File: config.mk
export PLATFORM = sky130hd
export DESIGN_NAME = array_min_priority_queue
export DESIGN_NICKNAME = d
export VERILOG_FILES = /design/src/hw/rtl/apq_pkg.sv /design/src/hw/rtl/array_min_priority_queue.sv /design/src/hw/rtl/apq_mem.sv /design/src/hw/rtl/apq_scan.sv
export SDC_FILE = /design/constraint.sdc
export NUM_CORES = 1
export LEC_CHECK = 0
export BUFFER_PORTS_ARGS = -buffer_cell sky130_fd_sc_hd__buf_4
export CAP_MARGIN = 30
export CORE_MARGIN = 1.5
export CORE_UTILIZATION = 60
export DETAILED_ROUTE_END_ITERATION = 8
export PLACE_DENSITY = 0.78
export REMOVE_ABC_BUFFERS = 1
export SLEW_MARGIN = 20
export SYNTH_ARGS = -nofsm -noshare
export SYNTH_HDL_FRONTEND = slang
export SYNTH_SLANG_ARGS = --single-unit
File: constraint.sdc
create_clock -name clk_i -period 6.7 [get_ports clk_i]
set_input_delay 0.335 -clock clk_i [delete_from_list [all_inputs] [get_ports clk_i]]
set_output_delay 0.335 -clock clk_i [all_outputs]
set_load 0.005 [all_outputs]
File: src/hw/rtl/apq_pkg.sv
// Shared types, codes and defaults for the array min priority queue.
package apq_pkg;

  localparam int unsigned CAPACITY_DEF = 16;
  localparam int unsigned VAL_W        = 32;
  localparam int unsigned STATUS_W     = 2;
  localparam int unsigned OCC_W        = 5;

  localparam logic REQ_INSERT = 1'b0;
  localparam logic REQ_REMOVE = 1'b1;

  typedef enum logic [STATUS_W-1:0] {
    ST_DONE  = 2'd0,
    ST_FULL  = 2'd1,
    ST_EMPTY = 2'd2
  } status_e;

  typedef enum logic [1:0] {
    S_CLEAR,
    S_IDLE,
    S_SCAN,
    S_FINISH
  } state_e;

  typedef struct packed {
    logic                    valid;
    logic signed [VAL_W-1:0] value;
  } slot_t;

endpackage

File: src/hw/rtl/array_min_priority_queue.sv
// A full or empty answer goes straight from idle to the finish state; other words scan first.
// One word at a time: a new word is taken only once the last answer is in the output register;
// a scan uses the single slot memory read port and one shared comparator, one slot per cycle.
// An insert stops at the first free slot; a remove always reads all CAPACITY slots.
// Reset: asynchronous, active low; afterwards a clearing pass writes every slot free
// before the first word is accepted.
module array_min_priority_queue #(
  parameter int unsigned CAPACITY = apq_pkg::CAPACITY_DEF
) (
  input  logic                              clk_i,
  input  logic                              rst_ni,
  input  logic                              in_valid_i,
  output logic                              in_ready_o,
  input  logic                              req_type_i,
  input  logic signed [apq_pkg::VAL_W-1:0]  item_value_i,
  output logic                              out_valid_o,
  input  logic                              out_ready_i,
  output logic [apq_pkg::STATUS_W-1:0]      status_o,
  output logic signed [apq_pkg::VAL_W-1:0]  removed_value_o,
  output logic [apq_pkg::OCC_W-1:0]         occupancy_o
);

  localparam int unsigned IDX_W = $clog2(CAPACITY);
  localparam int unsigned CNT_W = $clog2(CAPACITY + 1);

  apq_pkg::state_e  state_q, state_d;
  logic [IDX_W-1:0] rd_addr_q, rd_addr_d;
  logic [CNT_W-1:0] iss_cnt_q, iss_cnt_d;
  logic [CNT_W-1:0] count_q, count_d;
  logic             cmp_vld_q;
  logic [IDX_W-1:0] cmp_addr_q;
  logic             out_valid_q, out_valid_d;

  logic                             req_q, req_d;
  logic signed [apq_pkg::VAL_W-1:0] item_q, item_d;
  apq_pkg::status_e                 res_status_q, res_status_d;
  logic signed [apq_pkg::VAL_W-1:0] res_value_q, res_value_d;
  apq_pkg::status_e                 out_status_q;
  logic signed [apq_pkg::VAL_W-1:0] out_value_q;
  logic [apq_pkg::OCC_W-1:0]        out_occ_q;

  logic             in_acc;
  logic             load_out;
  logic             mem_we, mem_re;
  logic [IDX_W-1:0] mem_waddr;
  apq_pkg::slot_t   mem_wdata, mem_rdata;
  logic             scan_found;
  logic [IDX_W-1:0] scan_idx;
  logic signed [apq_pkg::VAL_W-1:0] scan_value;
  logic             scan_done;

  apq_mem #(
    .DEPTH (CAPACITY),
    .AW    (IDX_W)
  ) u_mem (
    .clk_i   (clk_i),
    .we_i    (mem_we),
    .waddr_i (mem_waddr),
    .wdata_i (mem_wdata),
    .re_i    (mem_re),
    .raddr_i (rd_addr_q),
    .rdata_o (mem_rdata)
  );

  apq_scan #(
    .AW (IDX_W)
  ) u_scan (
    .clk_i    (clk_i),
    .rst_ni   (rst_ni),
    .start_i  (in_acc),
    .remove_i (req_q),
    .hit_i    (cmp_vld_q),
    .addr_i   (cmp_addr_q),
    .slot_i   (mem_rdata),
    .found_o  (scan_found),
    .idx_o    (scan_idx),
    .value_o  (scan_value)
  );

  assign in_ready_o = (state_q == apq_pkg::S_IDLE);
  assign in_acc     = in_valid_i && in_ready_o;
  assign load_out   = (state_q == apq_pkg::S_FINISH) && (!out_valid_q || out_ready_i);

  always_comb begin
    if (req_q == apq_pkg::REQ_REMOVE) begin
      scan_done = cmp_vld_q && (cmp_addr_q == IDX_W'(CAPACITY - 1));
    end else begin
      scan_done = scan_found;
    end
  end

  always_comb begin
    state_d      = state_q;
    rd_addr_d    = rd_addr_q;
    iss_cnt_d    = iss_cnt_q;
    count_d      = count_q;
    req_d        = req_q;
    item_d       = item_q;
    res_status_d = res_status_q;
    res_value_d  = res_value_q;
    mem_we       = 1'b0;
    mem_re       = 1'b0;
    mem_waddr    = rd_addr_q;
    mem_wdata    = '0;
    out_valid_d  = out_valid_q && !out_ready_i;

    unique case (state_q)
      apq_pkg::S_CLEAR: begin
        mem_we    = 1'b1;
        rd_addr_d = rd_addr_q + 1'b1;
        if (rd_addr_q == IDX_W'(CAPACITY - 1)) begin
          state_d = apq_pkg::S_IDLE;
        end
      end
      apq_pkg::S_IDLE: begin
        if (in_acc) begin
          req_d       = req_type_i;
          item_d      = item_value_i;
          rd_addr_d   = '0;
          iss_cnt_d   = '0;
          res_value_d = '0;
          if (req_type_i == apq_pkg::REQ_INSERT && count_q == CNT_W'(CAPACITY)) begin
            res_status_d = apq_pkg::ST_FULL;
            state_d      = apq_pkg::S_FINISH;
          end else if (req_type_i == apq_pkg::REQ_REMOVE && count_q == '0) begin
            res_status_d = apq_pkg::ST_EMPTY;
            state_d      = apq_pkg::S_FINISH;
          end else begin
            res_status_d = apq_pkg::ST_DONE;
            state_d      = apq_pkg::S_SCAN;
          end
        end
      end
      apq_pkg::S_SCAN: begin
        // issue one slot read per cycle until all are out or the scan ends
        mem_re = (iss_cnt_q < CNT_W'(CAPACITY)) && !scan_done;
        if (mem_re) begin
          rd_addr_d = rd_addr_q + 1'b1;
          iss_cnt_d = iss_cnt_q + 1'b1;
        end
        if (scan_done) begin
          mem_we    = 1'b1;
          mem_waddr = scan_idx;
          state_d   = apq_pkg::S_FINISH;
          if (req_q == apq_pkg::REQ_REMOVE) begin
            mem_wdata.valid = 1'b0;
            mem_wdata.value = scan_value;
            res_value_d     = scan_value;
            count_d         = count_q - 1'b1;
          end else begin
            mem_wdata.valid = 1'b1;
            mem_wdata.value = item_q;
            count_d         = count_q + 1'b1;
          end
        end
      end
      apq_pkg::S_FINISH: begin
        // hold the result until the output register frees up
        if (load_out) begin
          out_valid_d = 1'b1;
          state_d     = apq_pkg::S_IDLE;
        end
      end
      default: begin
        state_d = apq_pkg::S_IDLE;
      end
    endcase
  end

  always_ff @(posedge clk_i or negedge rst_ni) begin
    if (!rst_ni) begin
      state_q     <= apq_pkg::S_CLEAR;
      rd_addr_q   <= '0;
      iss_cnt_q   <= '0;
      count_q     <= '0;
      cmp_vld_q   <= 1'b0;
      out_valid_q <= 1'b0;
    end else begin
      state_q     <= state_d;
      rd_addr_q   <= rd_addr_d;
      iss_cnt_q   <= iss_cnt_d;
      count_q     <= count_d;
      cmp_vld_q   <= mem_re;
      out_valid_q <= out_valid_d;
    end
  end

  always_ff @(posedge clk_i) begin
    cmp_addr_q   <= rd_addr_q;
    req_q        <= req_d;
    item_q       <= item_d;
    res_status_q <= res_status_d;
    res_value_q  <= res_value_d;
    if (load_out) begin
      out_status_q <= res_status_q;
      out_value_q  <= res_value_q;
      out_occ_q    <= apq_pkg::OCC_W'(count_q);
    end
  end

  assign out_valid_o     = out_valid_q;
  assign status_o        = out_status_q;
  assign removed_value_o = out_value_q;
  assign occupancy_o     = out_occ_q;

`ifndef SYNTH
  a_count_bound: assert property (@(posedge clk_i) disable iff (!rst_ni)
    count_q <= CNT_W'(CAPACITY))
    else $error("entry count above capacity");

  a_write_state: assert property (@(posedge clk_i) disable iff (!rst_ni)
    mem_we |-> (state_q == apq_pkg::S_CLEAR || state_q == apq_pkg::S_SCAN))
    else $error("slot write outside clear or scan");

  a_write_kind: assert property (@(posedge clk_i) disable iff (!rst_ni)
    (mem_we && state_q == apq_pkg::S_SCAN) |-> (mem_wdata.valid == (req_q == apq_pkg::REQ_INSERT)))
    else $error("scan write sets wrong valid bit");

  a_count_step: assert property (@(posedge clk_i) disable iff (!rst_ni)
    (state_q == apq_pkg::S_SCAN && scan_done) |=> (count_q != $past(count_q)))
    else $error("finished scan left entry count unchanged");
`endif

endmodule

File: src/hw/rtl/apq_mem.sv
// Slot memory: one write port, one read port, registered read data.
module apq_mem #(
  parameter int unsigned DEPTH = apq_pkg::CAPACITY_DEF,
  parameter int unsigned AW    = $clog2(DEPTH)
) (
  input  logic            clk_i,
  input  logic            we_i,
  input  logic [AW-1:0]   waddr_i,
  input  apq_pkg::slot_t  wdata_i,
  input  logic            re_i,
  input  logic [AW-1:0]   raddr_i,
  output apq_pkg::slot_t  rdata_o
);

  apq_pkg::slot_t mem_q [DEPTH];
  apq_pkg::slot_t rdata_q;

  always_ff @(posedge clk_i) begin
    if (we_i) begin
      mem_q[waddr_i] <= wdata_i;
    end
    if (re_i) begin
      rdata_q <= mem_q[raddr_i];
    end
  end

  assign rdata_o = rdata_q;

endmodule

File: src/hw/rtl/apq_scan.sv
// Scan comparator: tracks the smallest occupied slot or the first free slot.
module apq_scan #(
  parameter int unsigned AW = $clog2(apq_pkg::CAPACITY_DEF)
) (
  input  logic                              clk_i,
  input  logic                              rst_ni,
  input  logic                              start_i,
  input  logic                              remove_i,
  input  logic                              hit_i,
  input  logic [AW-1:0]                     addr_i,
  input  apq_pkg::slot_t                    slot_i,
  output logic                              found_o,
  output logic [AW-1:0]                     idx_o,
  output logic signed [apq_pkg::VAL_W-1:0]  value_o
);

  logic                             found_q, found_d;
  logic [AW-1:0]                    idx_q, idx_d;
  logic signed [apq_pkg::VAL_W-1:0] val_q, val_d;
  logic                             take;

  always_comb begin
    if (remove_i) begin
      // strict less-than keeps the lowest slot on a tie
      take = hit_i && slot_i.valid && (!found_q || (slot_i.value < val_q));
    end else begin
      take = hit_i && !slot_i.valid && !found_q;
    end
    found_d = found_q | take;
    idx_d   = take ? addr_i : idx_q;
    val_d   = take ? slot_i.value : val_q;
  end

  always_ff @(posedge clk_i or negedge rst_ni) begin
    if (!rst_ni) begin
      found_q <= 1'b0;
    end else if (start_i) begin
      found_q <= 1'b0;
    end else begin
      found_q <= found_d;
    end
  end

  always_ff @(posedge clk_i) begin
    idx_q <= idx_d;
    val_q <= val_d;
  end

  assign found_o = found_d;
  assign idx_o   = idx_d;
  assign value_o = val_d;

endmodule

==> impl_metrics.json, run 1 <==
{
  "hold_depth": 3,
  "synth_area_mm2": 0.0284,
  "final_cell_mix": "edfxtp_1, buf_4, mux2i_1",
  "switching_share_pct": 32.9,
  "clkLatencyLatePin_ps": 610,
  "antenna_cells": 0,
  "grt_max_degree": 100,
  "cp_data_arrival_time_ps": 4340,
  "grt_antenna_before_repair": 1,
  "fmax_mhz": 244,
  "finalHoldViolCount": 0,
  "violations": "design-rule violations",
  "relSlewSlack_pct": 30.6,
  "status": "finished, violations left",
  "drtAntennaViolNets": 0,
  "synthCells": 1633,
  "crit_path_end": "u_mem.mem_q[14][2]$_DFFE_PP_",
  "cts.clk_slew.worst_paths_ps": 60,
  "dp_hpwl_um": 36900,
  "mostFrequentLayoutCell": "edfxtp_1",
  "coreArea_mm2": 0.0467,
  "end_kind": "register",
  "grt_pass1_wl_um": 98100,
  "drt_first_pass_iters": 7,
  "crit_cells": 10,
  "cts-resized-gates": 0,
  "ys_warn_count": 0,
  "post-route-period-util_pct": 61.2,
  "rsz0062_at_grt": "false",
  "p_per_area_mw_per_mm2": 451,
  "yosysUniqueCellTypes": 55,
  "clock_skew_ps": 21.3,
  "peakVddDrop_mv": 0.244,
  "die_w_um": 221,
  "p_int_mw": 9.93,
  "io_buffers": 77,
  "start_kind": "register",
  "synth_edf_count": 667,
  "worst_pin_slew_ps": 1040,
  "power_mw": 14.8,
  "ys.flop_type": "edfxtp_1",
  "r2r_end": "u_mem.mem_q[14][2]$_DFFE_PP_",
  "cp_max_fo": 36,
  "r2r_cells": 10,
  "die-area_mm2": 0.0487,
  "cts_tree": "built",
  "combPwrFrac_pct": 29.9,
  "gp_congestion": 0.857,
  "hold_path_class": "input port to register",
  "reg2reg_from": "u_mem.rdata_o[21]$_DFFE_PP_",
  "overflow": 0,
  "seq_power_share_pct": 43.4,
  "row_count": 79,
  "drt-initial-drc-count": 1834,
  "cts_max_path_buffers": 3,
  "start_util_pct": 60.9,
  "vias_per_cell": 6.38,
  "layout_setup_ws_ps": 2600,
  "htree_levels": 3,
  "p_sw_mw": 4.86,
  "finalSetupViolCount": 0,
  "cts_buffers": 72,
  "cp_num_buf_inv": 1,
  "io-pin-count": 78,
  "layout-drive-gt1-share_pct": 21.1,
  "post-place-ws_ps": 2690,
  "critPathTopFamily": "compound AO/OA/AOI/OAI gates",
  "ctsHoldBuffers": 34,
  "grt_usage_pct": 28.1,
  "cap_violations": 0,
  "synth_seq_area_share_pct": 75.0,
  "ff2ff_setup_slack_ps": 2600,
  "power_frac_clock_pct": 26.7,
  "die_h_um": 221,
  "cp.required_ps": 6930,
  "critical_path.slowest_cell": "nand2_4",
  "wl_per_cell_um": 27.0,
  "synthToLayoutAreaGrowth_pct": 15.5,
  "drv_slew": 0,
  "cts_sinks": 726,
  "path_class": "register to register",
  "crit_path_max_incr_delay_ps": 560,
  "post_cts_buffers": 0,
  "drcViolationCount": 9,
  "dr_total_vias": 15824,
  "p_leak_nw": 11.9,
  "grt_pass1_vias": 15906,
  "drt_wl_total_um": 66900,
  "avgSynthCellArea_um2": 17.4,
  "ys_ff_latch": 726,
  "final.min_clock_period_ps": 4100,
  "async_flop_share_pct": 2.62,
  "clockRootBuffer": "clkbuf_16",
  "critPathLaunch": "u_mem.rdata_o[21]$_DFFE_PP_",
  "finalNetCount": 1892,
  "path_cells": "ha_1 > a41oi_2 > o21ai_0 > a221oi_1 > o211ai_1 > o22a_2 > nand2_4 > a311oi_4 > nor4_2 > buf_4"
}
-- power by group through the flow --
stage	registers (mW)	clock network (mW)	logic, mW
5_1_grt	6.49	4.17	4.75
3_3_place_gp	6.46	0	4.16
2_1_floorplan	6.69	0	2.81
4_1_cts	6.42	4.00	4.39
6_report	6.42	3.95	4.42
3_5_place_dp	6.51	0	4.32
-- worst min path at each step --
stage,start,to
finish,out_ready_i,out_valid_o$_DFF_PN0_
detailed placement,rst_ni,out_valid_o$_DFF_PN0_
floorplan,rst_ni,cmp_vld_q$_DFF_PN0_
global placement,rst_ni,count_q[3]$_DFFE_PN0P_
CTS,out_ready_i,out_valid_o$_DFF_PN0_
global route,out_ready_i,out_valid_o$_DFF_PN0_
-- tightest hold or removal path, delay by kind of cell --
kind | cells | cell delay [ps]
buf+inv | 1 | 70
simple gates | 2 | 190
-- kinds of logic (layout without fill, tap and decap cells) --
family | count (synthesis) | count (layout) | share of synthesized area (%)
multiplexers | 235 | 235 | 11.3
buffers and inverters | 154 | 394 | 2.30
adder cells (fa/ha/maj) | 41 | 41 | 1.83
flip-flops | 726 | 726 | 75.0
AND/OR/NAND/NOR | 217 | 217 | 3.50
XOR/XNOR | 6 | 6 | 0.185
AO/OA/AOI/OAI | 254 | 254 | 5.89
-- stage by stage --
step           hold slack (ps)  instance area [um^2]  cells  util [%]  setup TNS, ps
6_report                  45.0                 32800   2480      70.3              0
4_1_cts                   20.5                 32800   2478      70.3              0
3_3_place_gp               229                 30100   2311      64.5              0
3_5_place_dp               237                 30100   2311      64.6              0
2_1_floorplan             39.4                 28000   1553         -       -1523670
5_1_grt                   71.5                 32800   2480      70.3              0
-- registers in the layout (all words and copies together), names as in the netlist, 2 cells and up --
register / count
cmp_addr_q: 4
count_q: 5
iss_cnt_q: 5
item_q: 32
occupancy_o: 5
rd_addr_q: 4
removed_value_o: 32
res_status_q: 2
res_value_q: 32
state_q: 2
status_o: 2
u_mem.mem_q: 528
u_mem.rdata_o: 33
u_scan.idx_q: 4
u_scan.val_q: 32
-- final cells by class --
type | instances | area (um^2)
multi-input combinational | 753 | 6630
clock buffer | 101 | 2060
fill | 2859 | 13800
timing repair buffer | 187 | 1510
tap | 607 | 759
sequential | 726 | 21300
clock inverter | 32 | 262
inverter | 74 | 278
-- Yosys cell counts, types with 2 or more instances --
cell	count	area [um^2]
mux4_2	66	1490
a31oi_1	3	18.8
inv_1	73	274
buf_1	13	48.8
a21o_1	4	30.0
ha_1	40	500
and3_1	4	25.0
a211oi_1	33	248
edfxtp_1	667	20000
nor4_1	16	100
dfxtp_1	40	801
buf_6	2	22.5
o21ai_0	78	390
buf_2	9	45.0
nor2b_1	2	12.5
and2_1	4	25.0
nand2b_1	7	43.8
nand4_1	8	50.1
mux2i_1	139	1390
xnor2_1	4	35.0
nand2_1	80	300
dfrtp_1	19	475
o21a_1	2	15.0
a22o_1	2	17.5
xor2_1	2	17.5
a22oi_1	33	248
a21oi_1	51	255
nor4_2	2	25.0
a221oi_1	34	298
nor3b_1	3	22.5
clkbuf_1	53	199
o211ai_1	4	30.0
nand3_1	8	40.0
mux2_2	30	338
nor3_1	7	35.0
nor2_1	70	263
buf_12	3	60.1
-- per-layer routing --
| layer | vias up | wire length, um | global-route usage (%) |
|---|---|---|---|
| met5 | - | 0 | 0 |
| met4 | 0 | 2110 | 10.6 |
| met3 | 142 | 5900 | 4.65 |
| met2 | 854 | 32700 | 46.5 |
| met1 | 8034 | 26100 | 38.0 |
| li1 | 6794 | - | - |
Power figures use the tool's default switching activity.
==> inputs of run 2 (changes only) <==
Settings changed: ABC_AREA from default to 1, CORE_UTILIZATION 60 to 56, PLACE_DENSITY 0.78 to 0.77.
Clock period 6.7 ns to 3.7 ns, I/O delays scaled along.
==> run 2 against run 1 <==
Against the previous run:
- the run now ends clean
- clock power increased by 83%
- sequential power increased by 38%
- flip-flop and latch count unchanged
- final cell count increased by 27%
==> impl_metrics.json, run 2 <==
{
  "status": "completed",
  "yosysUniqueCellTypes": 39,
  "cts_max_path_buffers": 3,
  "synthToLayoutAreaGrowth_pct": 18.3,
  "synth_common_cells": "edfxtp_1, nand2_1, nor2_1",
  "cts_tree": "built",
  "final.min_clock_period_ps": 3470,
  "synth.area.top_cells": "edfxtp_1, nand2_1, o21ai_0",
  "clock_skew_ps": 21.6,
  "p_per_area_mw_per_mm2": 477,
  "clockRootBuffer": "clkbuf_16",
  "htree_levels": 3,
  "reg2reg_from": "u_mem.rdata_o[21]$_DFFE_PP_",
  "cts_sinks": 726,
  "fin_tns_setup_ps": 0,
  "post_cts_buffers": 0,
  "die_h_um": 229,
  "start_util_pct": 56.8,
  "finalSetupViolCount": 0,
  "vias_per_cell": 6.14,
  "cts_buffers": 74,
  "drt_wl_total_um": 77500,
  "io_buffers": 77,
  "drtAntennaViolNets": 0,
  "antenna_cells": 0,
  "largest_reg_flops": 528,
  "async_flop_share_pct": 2.62,
  "synthMostInstantiatedCell": "edfxtp_1",
  "overflow": 0,
  "coreArea_mm2": 0.0503,
  "finalNetCount": 2501,
  "grt_usage_pct": 29.7,
  "ys_ff_latch": 726,
  "critPathLaunch": "u_mem.rdata_o[21]$_DFFE_PP_",
  "mostFrequentLayoutCell": "edfxtp_1",
  "crit_top_cell": "nand2_1",
  "post-place-ws_ps": -3.58,
  "placed_cell_area_mm2": 0.0310,
  "fmax_mhz": 288,
  "path_cells": "ha_1 > a21oi_1 > nor2_1 > nor3_1 > a21oi_1 > nor2_1 > nand2_1 > nand2_1 > nand3_2 > nand2_4 > nand2_8 > buf_4 > nand2_1 > nand3_1 > nand2_1 > nand3_1 > nor2_4 > buf_4",
  "clkLatencyLatePin_ps": 610,
  "drcViolationCount": 0,
  "holdWs_ps": 288,
  "grt_pass1_wl_um": 116000,
  "path_class": "register to register",
  "cp_data_arrival_time_ps": 3770,
  "hold_path_class": "input port to register",
  "critPathTopFamily": "simple AND/OR/NAND/NOR gates",
  "largest-register": "u_mem.mem_q",
  "die-area_mm2": 0.0524,
  "synthCells": 2227,
  "drt_first_pass_iters": 6,
  "grt_antenna_before_repair": 1,
  "synth_edf_count": 667,
  "gp_congestion": 0.876,
  "rsz0062_at_grt": "false",
  "ys.flop_type": "edfxtp_1",
  "wl_per_cell_um": 24.6,
  "synth_seq_area_share_pct": 74.6,
  "layout-drive-gt1-share_pct": 15.9,
  "hp-start": "item_value_i[31]",
  "drt-initial-drc-count": 2602,
  "p_leak_nw": 10.7,
  "cts.clk_slew.worst_paths_ps": 60,
  "worst_pin_slew_ps": 913,
  "grt_max_degree": 148,
  "ys_warn_count": 0,
  "cp_num_buf_inv": 2,
  "layout_setup_ws_ps": 227,
  "cp.required_ps": 3990,
  "synth_area_mm2": 0.0286,
  "relSlewSlack_pct": 39.2,
  "cp_max_fo": 19,
  "finalHoldViolCount": 0,
  "crit_path_max_incr_delay_ps": 410,
  "cap_violations": 0,
  "row_count": 82,
  "post-route-period-util_pct": 93.9,
  "avgSynthCellArea_um2": 12.8,
  "drv_slew": 0,
  "end_kind": "register",
  "peakVddDrop_mv": 0.398,
  "final_cell_mix": "edfxtp_1, nand2_1, o21ai_0",
  "critical_path.slowest_cell": "edfxtp_1",
  "dp_hpwl_um": 45800,
  "die_w_um": 229,
  "dr_total_vias": 19369,
  "start_kind": "register",
  "fin_util_pct": 67.2,
  "final_area_mm2": 0.0338,
  "yosys.area.top_type_share_pct": 70.1,
  "synth_top_area_cell": "edfxtp_1",
  "grt_pass1_vias": 19379,
  "io-pin-count": 78
}
==> run 2: cell types whose count changed after synthesis, moves of 32 or more <==
cell | previous run | this run
o22ai_1 | 0 | 42
nand3_1 | 8 | 77
o21ai_1 | 0 | 32
nand2_1 | 80 | 383
a21oi_1 | 51 | 130
mux2i_1 | 139 | 0
o21ai_0 | 78 | 198
a22oi_1 | 33 | 0
mux4_2 | 66 | 0
inv_2 | 0 | 33
clkbuf_1 | 53 | 111
nor2_1 | 70 | 201
==> run 2: cell families (layout without fill, tap and decap cells) <==
kind of cell	count (synthesis)	in the layout	synth area share [%]
XOR/XNOR	4	4	0.123
AO/OA/AOI/OAI	476	476	9.47
adder cells (fa/ha/maj)	41	41	1.82
buffers and inverters	261	516	3.58
AND/OR/NAND/NOR	719	719	10.4
flip-flops	726	726	74.6
==> run 2: metal layers <==
| layer | global-route usage, % | up-vias | wire length, um |
|---|---|---|---|
| met4 | 11.9 | 2 | 2700 |
| met5 | 0 | - | 13 |
| met2 | 46.7 | 1313 | 36100 |
| met1 | 40.5 | 9429 | 29300 |
| met3 | 7.09 | 189 | 9370 |
| li1 | - | 8436 | - |
==> run 2: final timing paths <==
| check | end | slack (ps) | depth (start not counted) |
|---|---|---|---|
| max in group asynchronous | rd_addr_q[0]$_DFFE_PN0P_ | 1790 | 4 |
| max reg2reg | u_mem.mem_q[2][15]$_DFFE_PP_ | 230 | 18 |
| max | u_mem.mem_q[2][15]$_DFFE_PP_ | 230 | 18 |
| min | item_q[31]$_DFFE_PP_ | 290 | 2 |
| min reg2reg | removed_value_o[22]$_DFFE_PP_ | 410 | 0 |
| min in group asynchronous | state_q[0]$_DFFE_PN0P_ | 480 | 3 |
==> run 2: report_power, final <==
| group | switching (mW) | internal (mW) | total, mW |
|---|---|---|---|
| clock | 3.01 | 4.22 | 7.23 |
| sequential | 0.000882 | 8.83 | 8.83 |
| combinational | 0.0192 | 0.0507 | 0.0698 |
| total | 3.03 | 13.1 | 16.1 |
==> run 2: repair_timing <==
action                     in CTS  in global routing
setup endpoints to repair      16                 81
resized for setup               1                  1
hold endpoints to repair       56                  0
pin swaps                       0                  0
hold buffers                   38                  0
==> run 2: through the flow <==
stage | power [mW] | std cells
global route | 16.5 | 3154
CTS | 16.2 | 3151
floorplan | 9.00 | 2104
global placement | 9.04 | 2975
detailed placement | 9.04 | 2978
finish | 16.1 | 3154
==> run 2: area by class of cell <==
class,count,area [um^2]
flip-flops and latches,726,21300
fillers,3377,16500
multi-input cells,1240,6420
repair buffers,243,2340
clock buffers,102,2080
well taps,672,841
inverters,138,523
clock inverters,33,255
==> run 2: worst register-to-register path, stage by stage, from the launching register on <==
cell and delay, ps:
edfxtp_1 410, ha_1 330, a21oi_1 130, nor2_1 50, nor3_1 310, a21oi_1 120, nor2_1 150, nand2_1 70
nand2_1 60, nand3_2 80, nand2_4 100, nand2_8 140, buf_4 220, nand2_1 100, nand3_1 80, nand2_1 140
nand3_1 230, nor2_4 190, buf_4 250
